`config.mk`:
```
export PLATFORM = sky130hd
export DESIGN_NAME = text_stream_visualize_filter
export DESIGN_NICKNAME = d
export VERILOG_FILES = /design/src/rtl/core/tvf_pkg.sv /design/src/rtl/core/text_stream_visualize_filter.sv
export SDC_FILE = /design/constraint.sdc
export NUM_CORES = 1
export LEC_CHECK = 0
export ABC_CLOCK_PERIOD_IN_PS = 6200
export BUFFER_PORTS_ARGS = -buffer_cell sky130_fd_sc_hd__buf_2
export CORE_MARGIN = 2
export CORE_UTILIZATION = 30
export DETAILED_ROUTE_END_ITERATION = 6
export GPL_TIMING_DRIVEN = 0
export SLEW_MARGIN = 20
export SYNTH_ARGS = -nofsm -noshare
export SYNTH_HDL_FRONTEND = slang
export SYNTH_SLANG_ARGS = --single-unit
export TNS_END_PERCENT = 5
```
`constraint.sdc`:
```
create_clock -name i_clk -period 6.2 [get_ports i_clk]
set_clock_uncertainty 0.1 [all_clocks]
set_input_delay 1.55 -clock i_clk [delete_from_list [all_inputs] [get_ports i_clk]]
set_output_delay 1.55 -clock i_clk [all_outputs]
set_load 0.01 [all_outputs]
```
`src/rtl/core/tvf_pkg.sv`:
```
// ----------------------------------------------------------------------------
// Text stream visualize filter package
// Item types, register indexes and character codes shared by the filter.
// ----------------------------------------------------------------------------
package tvf_pkg;

    // One text byte in, with its start-of-file marker.
    typedef struct packed {
        logic [7:0] data_byte;
        logic       start_of_file;
    } t_in_item;

    // One shown character out; last_of_run closes the burst for an input item.
    typedef struct packed {
        logic [7:0] out_byte;
        logic       last_of_run;
    } t_out_item;

    localparam int CFG_ADDR_W = 3;
    localparam int COUNT_W    = 20;
    localparam int MAX_OUT    = 11;
    localparam int OUT_CNT_W  = 4;

    localparam logic [CFG_ADDR_W-1:0] CFG_NUMBER_NONBLANK  = 3'd0;
    localparam logic [CFG_ADDR_W-1:0] CFG_NUMBER_ALL       = 3'd1;
    localparam logic [CFG_ADDR_W-1:0] CFG_SHOW_ENDS        = 3'd2;
    localparam logic [CFG_ADDR_W-1:0] CFG_SQUEEZE_BLANK    = 3'd3;
    localparam logic [CFG_ADDR_W-1:0] CFG_SHOW_TABS        = 3'd4;
    localparam logic [CFG_ADDR_W-1:0] CFG_SHOW_NONPRINTING = 3'd5;

    localparam logic [7:0] CH_TAB    = 8'h09;
    localparam logic [7:0] CH_NL     = 8'h0A;
    localparam logic [7:0] CH_SPACE  = 8'h20;
    localparam logic [7:0] CH_DOLLAR = 8'h24;
    localparam logic [7:0] CH_DASH   = 8'h2D;
    localparam logic [7:0] CH_QMARK  = 8'h3F;
    localparam logic [7:0] CH_I      = 8'h49;
    localparam logic [7:0] CH_M      = 8'h4D;
    localparam logic [7:0] CH_CARET  = 8'h5E;
    localparam logic [7:0] CH_DEL    = 8'd127;
    localparam logic [7:0] CH_META   = 8'd128;
    localparam logic [7:0] CH_HIGH   = 8'd160;
    localparam logic [7:0] CH_CTL_END = 8'd32;
    localparam logic [7:0] CARET_OFS = 8'd64;
    localparam logic [3:0] ASCII_DIGIT_HI = 4'h3;

endpackage

```
`src/rtl/core/text_stream_visualize_filter.sv`:
```
// The first character of an item appears in the cycle after the item is accepted.
// One input item per cycle while every item shows as one character and the output is
// ready; a longer item holds the input until its last character leaves the single output.
// A squeezed empty line is taken and produces no output.
// Reset (synchronous, active low) clears the options, the line counter and the burst.
// ----------------------------------------------------------------------------
// Text stream visualize filter
// Turns a text byte stream into its shown form: line numbers, end marks, tab and
// control-byte notation, and squeezing of repeated empty lines.
// ----------------------------------------------------------------------------
module text_stream_visualize_filter #(
    parameter int NUMBER_DIGITS = 6
) (
    input  logic                          i_clk,
    input  logic                          i_rst_n,
    // Configuration writes.
    input  logic                          i_cfg_we,
    input  logic [tvf_pkg::CFG_ADDR_W-1:0] i_cfg_addr,
    input  logic                          i_cfg_wdata,
    // Input channel.
    input  logic                          i_in_valid,
    output logic                          o_in_ready,
    input  tvf_pkg::t_in_item             i_in_item,
    // Output channel.
    output logic                          o_out_valid,
    input  logic                          i_out_ready,
    output tvf_pkg::t_out_item            o_out_item
);
    import tvf_pkg::*;

    // A line number takes NUMBER_DIGITS places and a tab; the padding of an
    // empty line under number_nonblank with show_ends is just as long.
    localparam int HEAD_LEN = NUMBER_DIGITS + 1;

    // The counter stops at the largest number that fits in the field, and
    // never goes past what the 20-bit counter holds.
    function automatic logic [COUNT_W-1:0] count_limit(input int digits);
        logic [63:0] lim;
        lim = 64'd1;
        for (int i = 0; i < digits; i++) begin
            lim = lim * 64'd10;
            if (lim > (64'd1 << COUNT_W)) begin
                return {COUNT_W{1'b1}};
            end
        end
        return COUNT_W'(lim - 64'd1);
    endfunction

    localparam logic [COUNT_W-1:0] COUNT_LIMIT = count_limit(NUMBER_DIGITS);

    // Option registers.
    logic r_nb, r_na, r_se, r_sq, r_st, r_snp;

    // Line state. The count is kept both in binary, for the limit check,
    // and in decimal digits, which is what gets shown. Digit 0 is the most
    // significant one.
    logic [COUNT_W-1:0] r_count, n_count;
    logic [3:0]         r_bcd [NUMBER_DIGITS];
    logic [3:0]         n_bcd [NUMBER_DIGITS];
    logic [7:0]         r_prev, n_prev;
    logic [1:0]         r_empty, n_empty;

    // Burst register: the characters of one item, shifted out from entry 0.
    logic [7:0]           r_buf [MAX_OUT];
    logic [7:0]           n_buf [MAX_OUT];
    logic [OUT_CNT_W-1:0] r_cnt, n_cnt;
    logic [OUT_CNT_W-1:0] n_len;

    logic w_fire_in, w_fire_out;

    // Ready is high whenever the burst register is empty or about to give
    // up its last character, so a new item enters in the same cycle as the
    // previous burst ends.
    assign o_in_ready  = (r_cnt == '0) || ((r_cnt == OUT_CNT_W'(1)) && i_out_ready);
    assign o_out_valid = (r_cnt != '0);
    assign w_fire_in   = i_in_valid && o_in_ready;
    assign w_fire_out  = o_out_valid && i_out_ready;

    assign o_out_item.out_byte    = r_buf[0];
    assign o_out_item.last_of_run = (r_cnt == OUT_CNT_W'(1));

    // Configuration writes. Indexes past the list are ignored.
    always_ff @(posedge i_clk) begin
        if (!i_rst_n) begin
            r_nb  <= 1'b0;
            r_na  <= 1'b0;
            r_se  <= 1'b0;
            r_sq  <= 1'b0;
            r_st  <= 1'b0;
            r_snp <= 1'b0;
        end else if (i_cfg_we) begin
            case (i_cfg_addr)
                CFG_NUMBER_NONBLANK:  r_nb  <= i_cfg_wdata;
                CFG_NUMBER_ALL:       r_na  <= i_cfg_wdata;
                CFG_SHOW_ENDS:        r_se  <= i_cfg_wdata;
                CFG_SQUEEZE_BLANK:    r_sq  <= i_cfg_wdata;
                CFG_SHOW_TABS:        r_st  <= i_cfg_wdata;
                CFG_SHOW_NONPRINTING: r_snp <= i_cfg_wdata;
                default: ;
            endcase
        end
    end

    // The whole item is worked out here in one pass, from the input payload
    // and the line state, into the next burst and the next line state.
    always_comb begin
        logic [7:0]         c, c2;
        logic               sof, prev_nl, is_nl, blank_run, drop;
        logic               do_num, do_pad, has_head, step_count, carry, lead;
        logic [7:0]         base_prev;
        logic [COUNT_W-1:0] base_count;
        logic [1:0]         base_empty, er_inc;
        logic [3:0]         base_bcd [NUMBER_DIGITS];
        logic [3:0]         inc_bcd  [NUMBER_DIGITS];
        logic [3:0]         disp_bcd [NUMBER_DIGITS];
        logic [7:0]         head_byte [MAX_OUT];
        logic [7:0]         mid_byte [4];
        logic [7:0]         tail_byte [2];
        logic [1:0]         mc;
        logic [1:0]         tc;
        logic [4:0]         ofs, rel, t_rel, total;

        c   = i_in_item.data_byte;
        sof = i_in_item.start_of_file;

        // A start-of-file marker restarts the line state before this byte.
        base_prev  = sof ? CH_NL : r_prev;
        base_count = sof ? '0 : r_count;
        base_empty = sof ? 2'd0 : r_empty;
        for (int i = 0; i < NUMBER_DIGITS; i++) begin
            base_bcd[i] = sof ? 4'd0 : r_bcd[i];
        end

        prev_nl = (base_prev == CH_NL);
        is_nl   = (c == CH_NL);

        // Squeezing: the first empty line after a line end passes, any
        // further one is swallowed whole.
        blank_run = r_sq && is_nl && prev_nl;
        er_inc    = (base_empty == 2'd3) ? 2'd3 : base_empty + 2'd1;
        drop      = blank_run && (er_inc > 2'd1);
        n_empty   = blank_run ? er_inc : 2'd0;

        // Line number ahead of the first byte of a line; number_nonblank
        // wins over number_all.
        do_num     = !drop && prev_nl && ((r_nb && !is_nl) || (r_na && !r_nb));
        step_count = do_num && (base_count < COUNT_LIMIT);
        do_pad     = r_se && r_nb && is_nl && prev_nl;
        has_head   = do_num || do_pad;

        // Decimal increment, least significant digit first.
        carry = 1'b1;
        for (int i = NUMBER_DIGITS - 1; i >= 0; i--) begin
            if (carry && (base_bcd[i] == 4'd9)) begin
                inc_bcd[i] = 4'd0;
            end else if (carry) begin
                inc_bcd[i] = base_bcd[i] + 4'd1;
                carry      = 1'b0;
            end else begin
                inc_bcd[i] = base_bcd[i];
            end
        end
        for (int i = 0; i < NUMBER_DIGITS; i++) begin
            disp_bcd[i] = step_count ? inc_bcd[i] : base_bcd[i];
            n_bcd[i]    = disp_bcd[i];
        end
        n_count = step_count ? base_count + COUNT_W'(1) : base_count;

        // Head: right-justified number or blank padding, then a tab.
        // Leading zeros show as spaces, but the last digit always shows.
        for (int k = 0; k < MAX_OUT; k++) begin
            head_byte[k] = CH_TAB;
        end
        lead = 1'b1;
        for (int i = 0; i < NUMBER_DIGITS; i++) begin
            if (do_pad || (lead && (disp_bcd[i] == 4'd0) && (i != NUMBER_DIGITS - 1))) begin
                head_byte[i] = CH_SPACE;
            end else begin
                lead         = 1'b0;
                head_byte[i] = {ASCII_DIGIT_HI, disp_bcd[i]};
            end
        end

        // Middle: an end mark before a newline, or the prefix of a control
        // byte, which also moves the byte into the printable range.
        c2          = c;
        mc          = 2'd0;
        mid_byte[0] = CH_CARET;
        mid_byte[1] = CH_DASH;
        mid_byte[2] = CH_CARET;
        mid_byte[3] = CH_CARET;
        if (r_se && is_nl) begin
            mc          = 2'd1;
            mid_byte[0] = CH_DOLLAR;
        end else if (r_snp) begin
            if ((c >= CH_META) && (c < CH_HIGH)) begin
                mc          = 2'd3;
                mid_byte[0] = CH_M;
                c2          = c - CARET_OFS;
            end else if (c == CH_DEL) begin
                mc = 2'd1;
                c2 = CH_QMARK;
            end else if ((c < CH_CTL_END) && !is_nl && (c != CH_TAB)) begin
                mc = 2'd1;
                c2 = c + CARET_OFS;
            end
        end

        // Tail: the byte itself, or a tab as caret and I.
        if (r_st && (c2 == CH_TAB)) begin
            tc           = 2'd2;
            tail_byte[0] = CH_CARET;
            tail_byte[1] = CH_I;
        end else begin
            tc           = 2'd1;
            tail_byte[0] = c2;
            tail_byte[1] = c2;
        end
        n_prev = c2;

        // Lay the three parts out into the burst; anything past the last
        // entry is dropped.
        ofs = has_head ? 5'(HEAD_LEN) : 5'd0;
        for (int k = 0; k < MAX_OUT; k++) begin
            rel   = 5'(k) - ofs;
            t_rel = rel - {3'b000, mc};
            if (5'(k) < ofs) begin
                n_buf[k] = head_byte[k];
            end else if (rel < {3'b000, mc}) begin
                n_buf[k] = mid_byte[rel[1:0]];
            end else begin
                n_buf[k] = tail_byte[t_rel[0]];
            end
        end
        total = ofs + {3'b000, mc} + {3'b000, tc};
        if (drop) begin
            n_len = '0;
        end else if (total > 5'(MAX_OUT)) begin
            n_len = OUT_CNT_W'(MAX_OUT);
        end else begin
            n_len = total[OUT_CNT_W-1:0];
        end
    end

    // Burst count: loaded when an item enters, counted down as characters
    // leave. An item enters only when the old burst is gone or ending.
    always_comb begin
        if (w_fire_in) begin
            n_cnt = n_len;
        end else if (w_fire_out) begin
            n_cnt = r_cnt - OUT_CNT_W'(1);
        end else begin
            n_cnt = r_cnt;
        end
    end

    always_ff @(posedge i_clk) begin
        if (!i_rst_n) begin
            r_cnt   <= '0;
            r_count <= '0;
            r_prev  <= CH_NL;
            r_empty <= 2'd0;
            for (int i = 0; i < NUMBER_DIGITS; i++) begin
                r_bcd[i] <= 4'd0;
            end
        end else begin
            r_cnt <= n_cnt;
            if (w_fire_in) begin
                r_count <= n_count;
                r_prev  <= n_prev;
                r_empty <= n_empty;
                for (int i = 0; i < NUMBER_DIGITS; i++) begin
                    r_bcd[i] <= n_bcd[i];
                end
            end
        end
    end

    // Burst data needs no reset; it is only read while the count is nonzero.
    always_ff @(posedge i_clk) begin
        if (w_fire_in) begin
            for (int k = 0; k < MAX_OUT; k++) begin
                r_buf[k] <= n_buf[k];
            end
        end else if (w_fire_out) begin
            for (int k = 0; k < MAX_OUT - 1; k++) begin
                r_buf[k] <= r_buf[k + 1];
            end
        end
    end

endmodule

```
==> flow_summary.html <==
<table>
<tr><th>Metric</th><th>Value</th></tr>
<tr><th colspan="2">Status</th></tr>
<tr><td>Run status</td><td>finished, final reports clean</td></tr>
<tr><th colspan="2">Hold path</th></tr>
<tr><td>Endpoint of the worst hold path</td><td>r_prev[3]$_SDFFE_PN1P_</td></tr>
<tr><td>Classification of the worst-slack hold path</td><td>reg2reg</td></tr>
<tr><td>Origin of the worst min-delay path</td><td>r_prev[3]$_SDFFE_PN1P_</td></tr>
<tr><td>Hold Crit Depth</td><td>2</td></tr>
<tr><th colspan="2">Clock tree</th></tr>
<tr><td>Clock Tree Root</td><td>clkbuf_16</td></tr>
<tr><td>Clock slew seen by the registers of the worst setup and hold paths</td><td>60 ps</td></tr>
<tr><td>Number of buffers inserted by post-CTS setup repair</td><td>0</td></tr>
<tr><td>Total of hold buffers inserted after clock tree synthesis</td><td>0</td></tr>
<tr><td>Deepest level of the CTS H-tree</td><td>4</td></tr>
<tr><td>Clock tree from TritonCTS</td><td>yes</td></tr>
<tr><td>Clock tree sinks</td><td>152</td></tr>
<tr><td>PostCTS Resize Cnt</td><td>0</td></tr>
<tr><td>Number of buffers created by CTS</td><td>17</td></tr>
<tr><td>Clock latency of the later-clocked register in the worst-skew pair</td><td>around 430 ps</td></tr>
<tr><td>Number of buffers on the longest clock path</td><td>2</td></tr>
<tr><th colspan="2">Logic synthesis</th></tr>
<tr><td>Gate count of the mapped netlist</td><td>slightly above 900</td></tr>
<tr><td>Post-synth ARST share</td><td>0</td></tr>
<tr><td>Number of synthesized flops with an enable pin</td><td>roughly 110</td></tr>
<tr><td>Adder-Cell Fraction of Synth Area</td><td>0.0332</td></tr>
<tr><td>Synthesized area divided by synthesized cell count</td><td>9.61 um2</td></tr>
<tr><td>YS warnings</td><td>0</td></tr>
<tr><td>Post-synth design cell area</td><td>8750 um2</td></tr>
<tr><td>Unique cell type count in the Yosys netlist</td><td>86</td></tr>
<tr><td>Synthesized flop and latch total</td><td>roughly 150</td></tr>
<tr><td>Post-Synth XOR/XNOR Area</td><td>0.0120</td></tr>
<tr><td>Main combinational cell family by area after synthesis</td><td>simple AND/OR/NAND/NOR gates</td></tr>
<tr><td>Proportion of synthesized area in mux cells</td><td>0.0179</td></tr>
<tr><td>Complex-gate fraction of the synthesized area</td><td>0.205</td></tr>
<tr><td>Post-synthesis share of cell area spent on and, or, nand and nor gates</td><td>0.215</td></tr>
<tr><td>Synth Net Count</td><td>950</td></tr>
<tr><td>Seq/Total Area, Yosys</td><td>0.476</td></tr>
<tr><td>Dominant synthesized flop cell</td><td>edfxtp_1</td></tr>
<tr><th colspan="2">Setup path</th></tr>
<tr><td>Highest fanout seen on the critical path</td><td>11</td></tr>
<tr><td>Data required, critical path</td><td>~6400 ps</td></tr>
<tr><td>CP max-delay cell</td><td>o21ai_0</td></tr>
<tr><td>Worst setup EP type</td><td>register</td></tr>
<tr><td>Worst endpoint data arrival time</td><td>6070 ps</td></tr>
<tr><td>Critical Path Max Stage Delay</td><td>560 ps</td></tr>
<tr><td>Critical R2R Capture</td><td>r_buf[2][2]$_DFFE_PP_</td></tr>
<tr><td>Family with the most delay on the worst path</td><td>compound AO/OA/AOI/OAI gates</td></tr>
<tr><td>Most frequent cell on the critical path</td><td>clkbuf_1</td></tr>
<tr><td>R2R setup slack</td><td>1700 ps</td></tr>
<tr><td>CP Buf/Inv Count</td><td>4</td></tr>
<tr><td>Cell count of the worst reg-to-reg path</td><td>12</td></tr>
<tr><td>Worst setup path class</td><td>in2reg</td></tr>
<tr><td>Startpoint kind of the worst setup timing path</td><td>primary input</td></tr>
<tr><td>Cells along the critical path</td><td>buf_2 &gt; or3b_4 &gt; nor3_2 &gt; a211o_1 &gt; o21ai_1 &gt; inv_2 &gt; clkbuf_1 &gt; ha_1 &gt; clkbuf_1 &gt; nand2_1 &gt; o21ai_0 &gt; nor2_1 &gt; a21oi_1</td></tr>
<tr><td>Reg-to-Reg Start</td><td>r_prev[1]$_SDFFE_PN1P_</td></tr>
<tr><th colspan="2">STA</th></tr>
<tr><td>Fin. max-slew vios</td><td>0</td></tr>
<tr><td>Final clock period utilization by the worst path</td><td>0.952</td></tr>
<tr><td>Worst hold margin</td><td>366 ps</td></tr>
<tr><td>Endpoints failing setup</td><td>0</td></tr>
<tr><td>Final hold vios</td><td>0</td></tr>
<tr><td>Setup repair after global routing missed its margin</td><td>false</td></tr>
<tr><td>Transition time of the tightest slew-check pin</td><td>between 900 and 1000 ps</td></tr>
<tr><td>Clock period minus final worst setup slack</td><td>5900 ps</td></tr>
<tr><td>Max-Slew Margin vs Limit</td><td>0.371</td></tr>
<tr><td>Highest achievable clock rate</td><td>0.169 GHz</td></tr>
<tr><td>Fin Setup TNS</td><td>0 ps</td></tr>
<tr><th colspan="2">Placement</th></tr>
<tr><td>Number of instances in the placed design</td><td>around 1,300</td></tr>
<tr><td>Placer congestion estimate</td><td>approximately 0.85</td></tr>
<tr><td>Post-Place Cell Area</td><td>9380 um2</td></tr>
<tr><td>Post-detail-place hpwl</td><td>17,900 um</td></tr>
<tr><td>Quantity of I/O buffers inserted on ports</td><td>24</td></tr>
<tr><th colspan="2">Layout</th></tr>
<tr><td>Final cell count without fillers</td><td>1,350</td></tr>
<tr><td># nets final</td><td>approximately 1,000</td></tr>
<tr><td>Count of inserted antenna diode cells</td><td>0</td></tr>
<tr><td>Share of final-layout standard cells stronger than drive strength 1</td><td>0.106</td></tr>
<tr><td>Synthesis-to-layout area growth</td><td>14.2%</td></tr>
<tr><td>Layout Cell Area excl Fill</td><td>9980 um2</td></tr>
<tr><th colspan="2">Die</th></tr>
<tr><td>Chip Height</td><td>175 um</td></tr>
<tr><td>Core area</td><td>28,700 um2</td></tr>
<tr><td>Horizontal extent of the die</td><td>175 um</td></tr>
<tr><td>Area of the die</td><td>30,500 um2</td></tr>
<tr><td>Initial core utilization</td><td>0.305</td></tr>
<tr><td>Number of core rows</td><td>62</td></tr>
<tr><td>Ports placed on the boundary</td><td>29</td></tr>
<tr><th colspan="2">Detailed routing</th></tr>
<tr><td>Number of violations reported at the end of detailed-routing iteration 0</td><td>645</td></tr>
<tr><td>DRC errors left</td><td>0</td></tr>
<tr><td>Average wire per standard cell</td><td>between 15 and 20 um</td></tr>
<tr><td>Detailed-routing iteration count for the pre-antenna-repair pass</td><td>5</td></tr>
<tr><td>Average vias per placed instance</td><td>5.41</td></tr>
<tr><td>Overall via count from detail_route</td><td>7,306</td></tr>
<tr><td>Count of antenna-violating nets left after detailed routing</td><td>0</td></tr>
<tr><td>Total routed wirelength</td><td>25,000 um</td></tr>
<tr><th colspan="2">Global routing</th></tr>
<tr><td>Pin count of the biggest net entering global routing</td><td>a little under 50</td></tr>
<tr><td>Leftover overflow at the end of global routing</td><td>0</td></tr>
<tr><td>Via count of the first global-routing pass</td><td>a little over 7,000</td></tr>
<tr><td>Number of antenna violations at the first check in global routing</td><td>0</td></tr>
<tr><td>Total global-route track usage</td><td>0.163</td></tr>
<tr><td>Global-route wire length before repair</td><td>39,300 um</td></tr>
<tr><th colspan="2">Power</th></tr>
<tr><td>Maximum VDD drop</td><td>around 0.38 mV</td></tr>
<tr><td>Design Power</td><td>~0.004 W</td></tr>
<tr><td>Power density over cell area</td><td>408 nW/um2</td></tr>
<tr><td>Leakage power total</td><td>3.60 nW</td></tr>
<tr><th colspan="2">Flow run</th></tr>
<tr><td>Max cap viols</td><td>0</td></tr>
</table>
## worst reg2reg max path, stage by stage (launching register included)
cell and delay, ps:
dfxtp_1 310, nor4b_2 170, a21oi_1 330, a211o_1 410, o21ai_1 390, inv_2 190
clkbuf_1 550, ha_1 260, clkbuf_1 460, nand2_1 270, o21ai_0 560, nor2_1 120
a21oi_1 210
## registers in the layout, summed over array words and instances, names as in the netlist
register	flops
r_st	1
r_se	1
r_snp	1
r_buf	88
r_sq	1
r_na	1
r_bcd	24
r_nb	1
r_cnt	4
r_prev	8
r_empty	2
r_count	20
## final cells by class
| cell class | instances | area (um2) |
|---|---|---|
| clock inverter | 15 | 166 |
| clock buffer | 17 | 425 |
| sequential | 152 | 4160 |
| buffer | 61 | 249 |
| inverter | 30 | 113 |
| timing repair buffer | 25 | 148 |
| multi-input combinational | 666 | 4240 |
| tap | 384 | 480 |
| fill | 2944 | 18700 |
## per-stage QoR
stage	utilization	worst slack, ps
finish	0.348	297
global route	0.348	70.4
CTS	0.347	81.3
detailed placement	0.327	-814
global placement	0.326	-729
floorplan	-	859
## worst max-delay path by stage
stage | start | endpoint | slack, ps | cells past startpoint
2_1_floorplan | i_in_item[0] | r_buf[2][4]$_DFFE_PP_ | 860 | 16
3_3_place_gp | i_in_item[0] | r_buf[4][4]$_DFFE_PP_ | -730 | 17
3_5_place_dp | i_in_item[0] | r_buf[4][4]$_DFFE_PP_ | -810 | 17
4_1_cts | i_in_item[0] | r_buf[4][4]$_DFFE_PP_ | 80 | 16
5_1_grt | i_in_item[3] | r_buf[2][2]$_DFFE_PP_ | 70 | 13
6_report | i_in_item[3] | r_buf[2][2]$_DFFE_PP_ | 300 | 13
## where the power goes
group	internal [W]	total (W)	switching (W)
clock network	0.000602	0.00106	0.000457
logic	0.000425	0.00127	0.000841
registers	0.00160	0.00175	0.000145
total	0.00263	0.00407	0.00144
## cell usage after synthesis, drive strengths merged (6+ instances only)
cell    count  share of area
edfxtp    112           0.38
nand2     110          0.047
nor2       82          0.036
o21ai      60          0.035
a21oi      54          0.031
clkbuf     52          0.022
dfxtp      40          0.092
inv        30          0.013
nor2b      29          0.021
nor3       27          0.018
a21boi     20          0.017
ha         20          0.029
nand3      20          0.011
o22a       16          0.016
mux2i      13          0.015
nand4      13         0.0093
a31oi      12         0.0086
and3       12         0.0086
buf        10         0.0063
o21a       10         0.0086
nand2b      9         0.0064
xnor2       9         0.0090
a21o        8         0.0069
a22oi       8         0.0069
o211ai      8         0.0069
nor3b       7         0.0066
o221ai      7         0.0077
nand4b      6         0.0060
nor4        6         0.0079
or3         6         0.0043
## logic make-up after synthesis
group | after synthesis
and+or+nand+nor | 358
AOI/OAI and AO/OA | 259
DFF | 152
buffers and inverters | 92
adders and majority gates | 22
muxes | 15
xor gates and xnor gates | 12
## layer usage
layer	GRT usage	part of all wire	up-vias
met1	0.226	0.47	3533
li1	-	-	3474
met2	0.259	0.46	264
met4	0.0503	0.018	0
met3	0.0287	0.056	35
met5	0	0	-
## placed cells by master, fill, tap and decap left out, types with 8 or more instances in the layout
cell type and count:
nand2_1 108, buf_2 29, mux2i_1 13, o21a_1 10, ha_1 20, nor2b_1 29
o21ai_1 8, a22oi_1 8, dfxtp_1 40, nand3_1 20, nand4_1 13, nand2b_1 9
and3_1 12, o21ai_0 50, nor2_1 80, xnor2_1 9, a21o_1 8, edfxtp_1 112
o22a_1 16, a21oi_1 54, a21boi_0 17, inv_1 26, clkbuf_16 17, a31oi_1 12
nor3_1 23, o211ai_1 8, clkbuf_1 49
(Power assumes the default switching activity.)
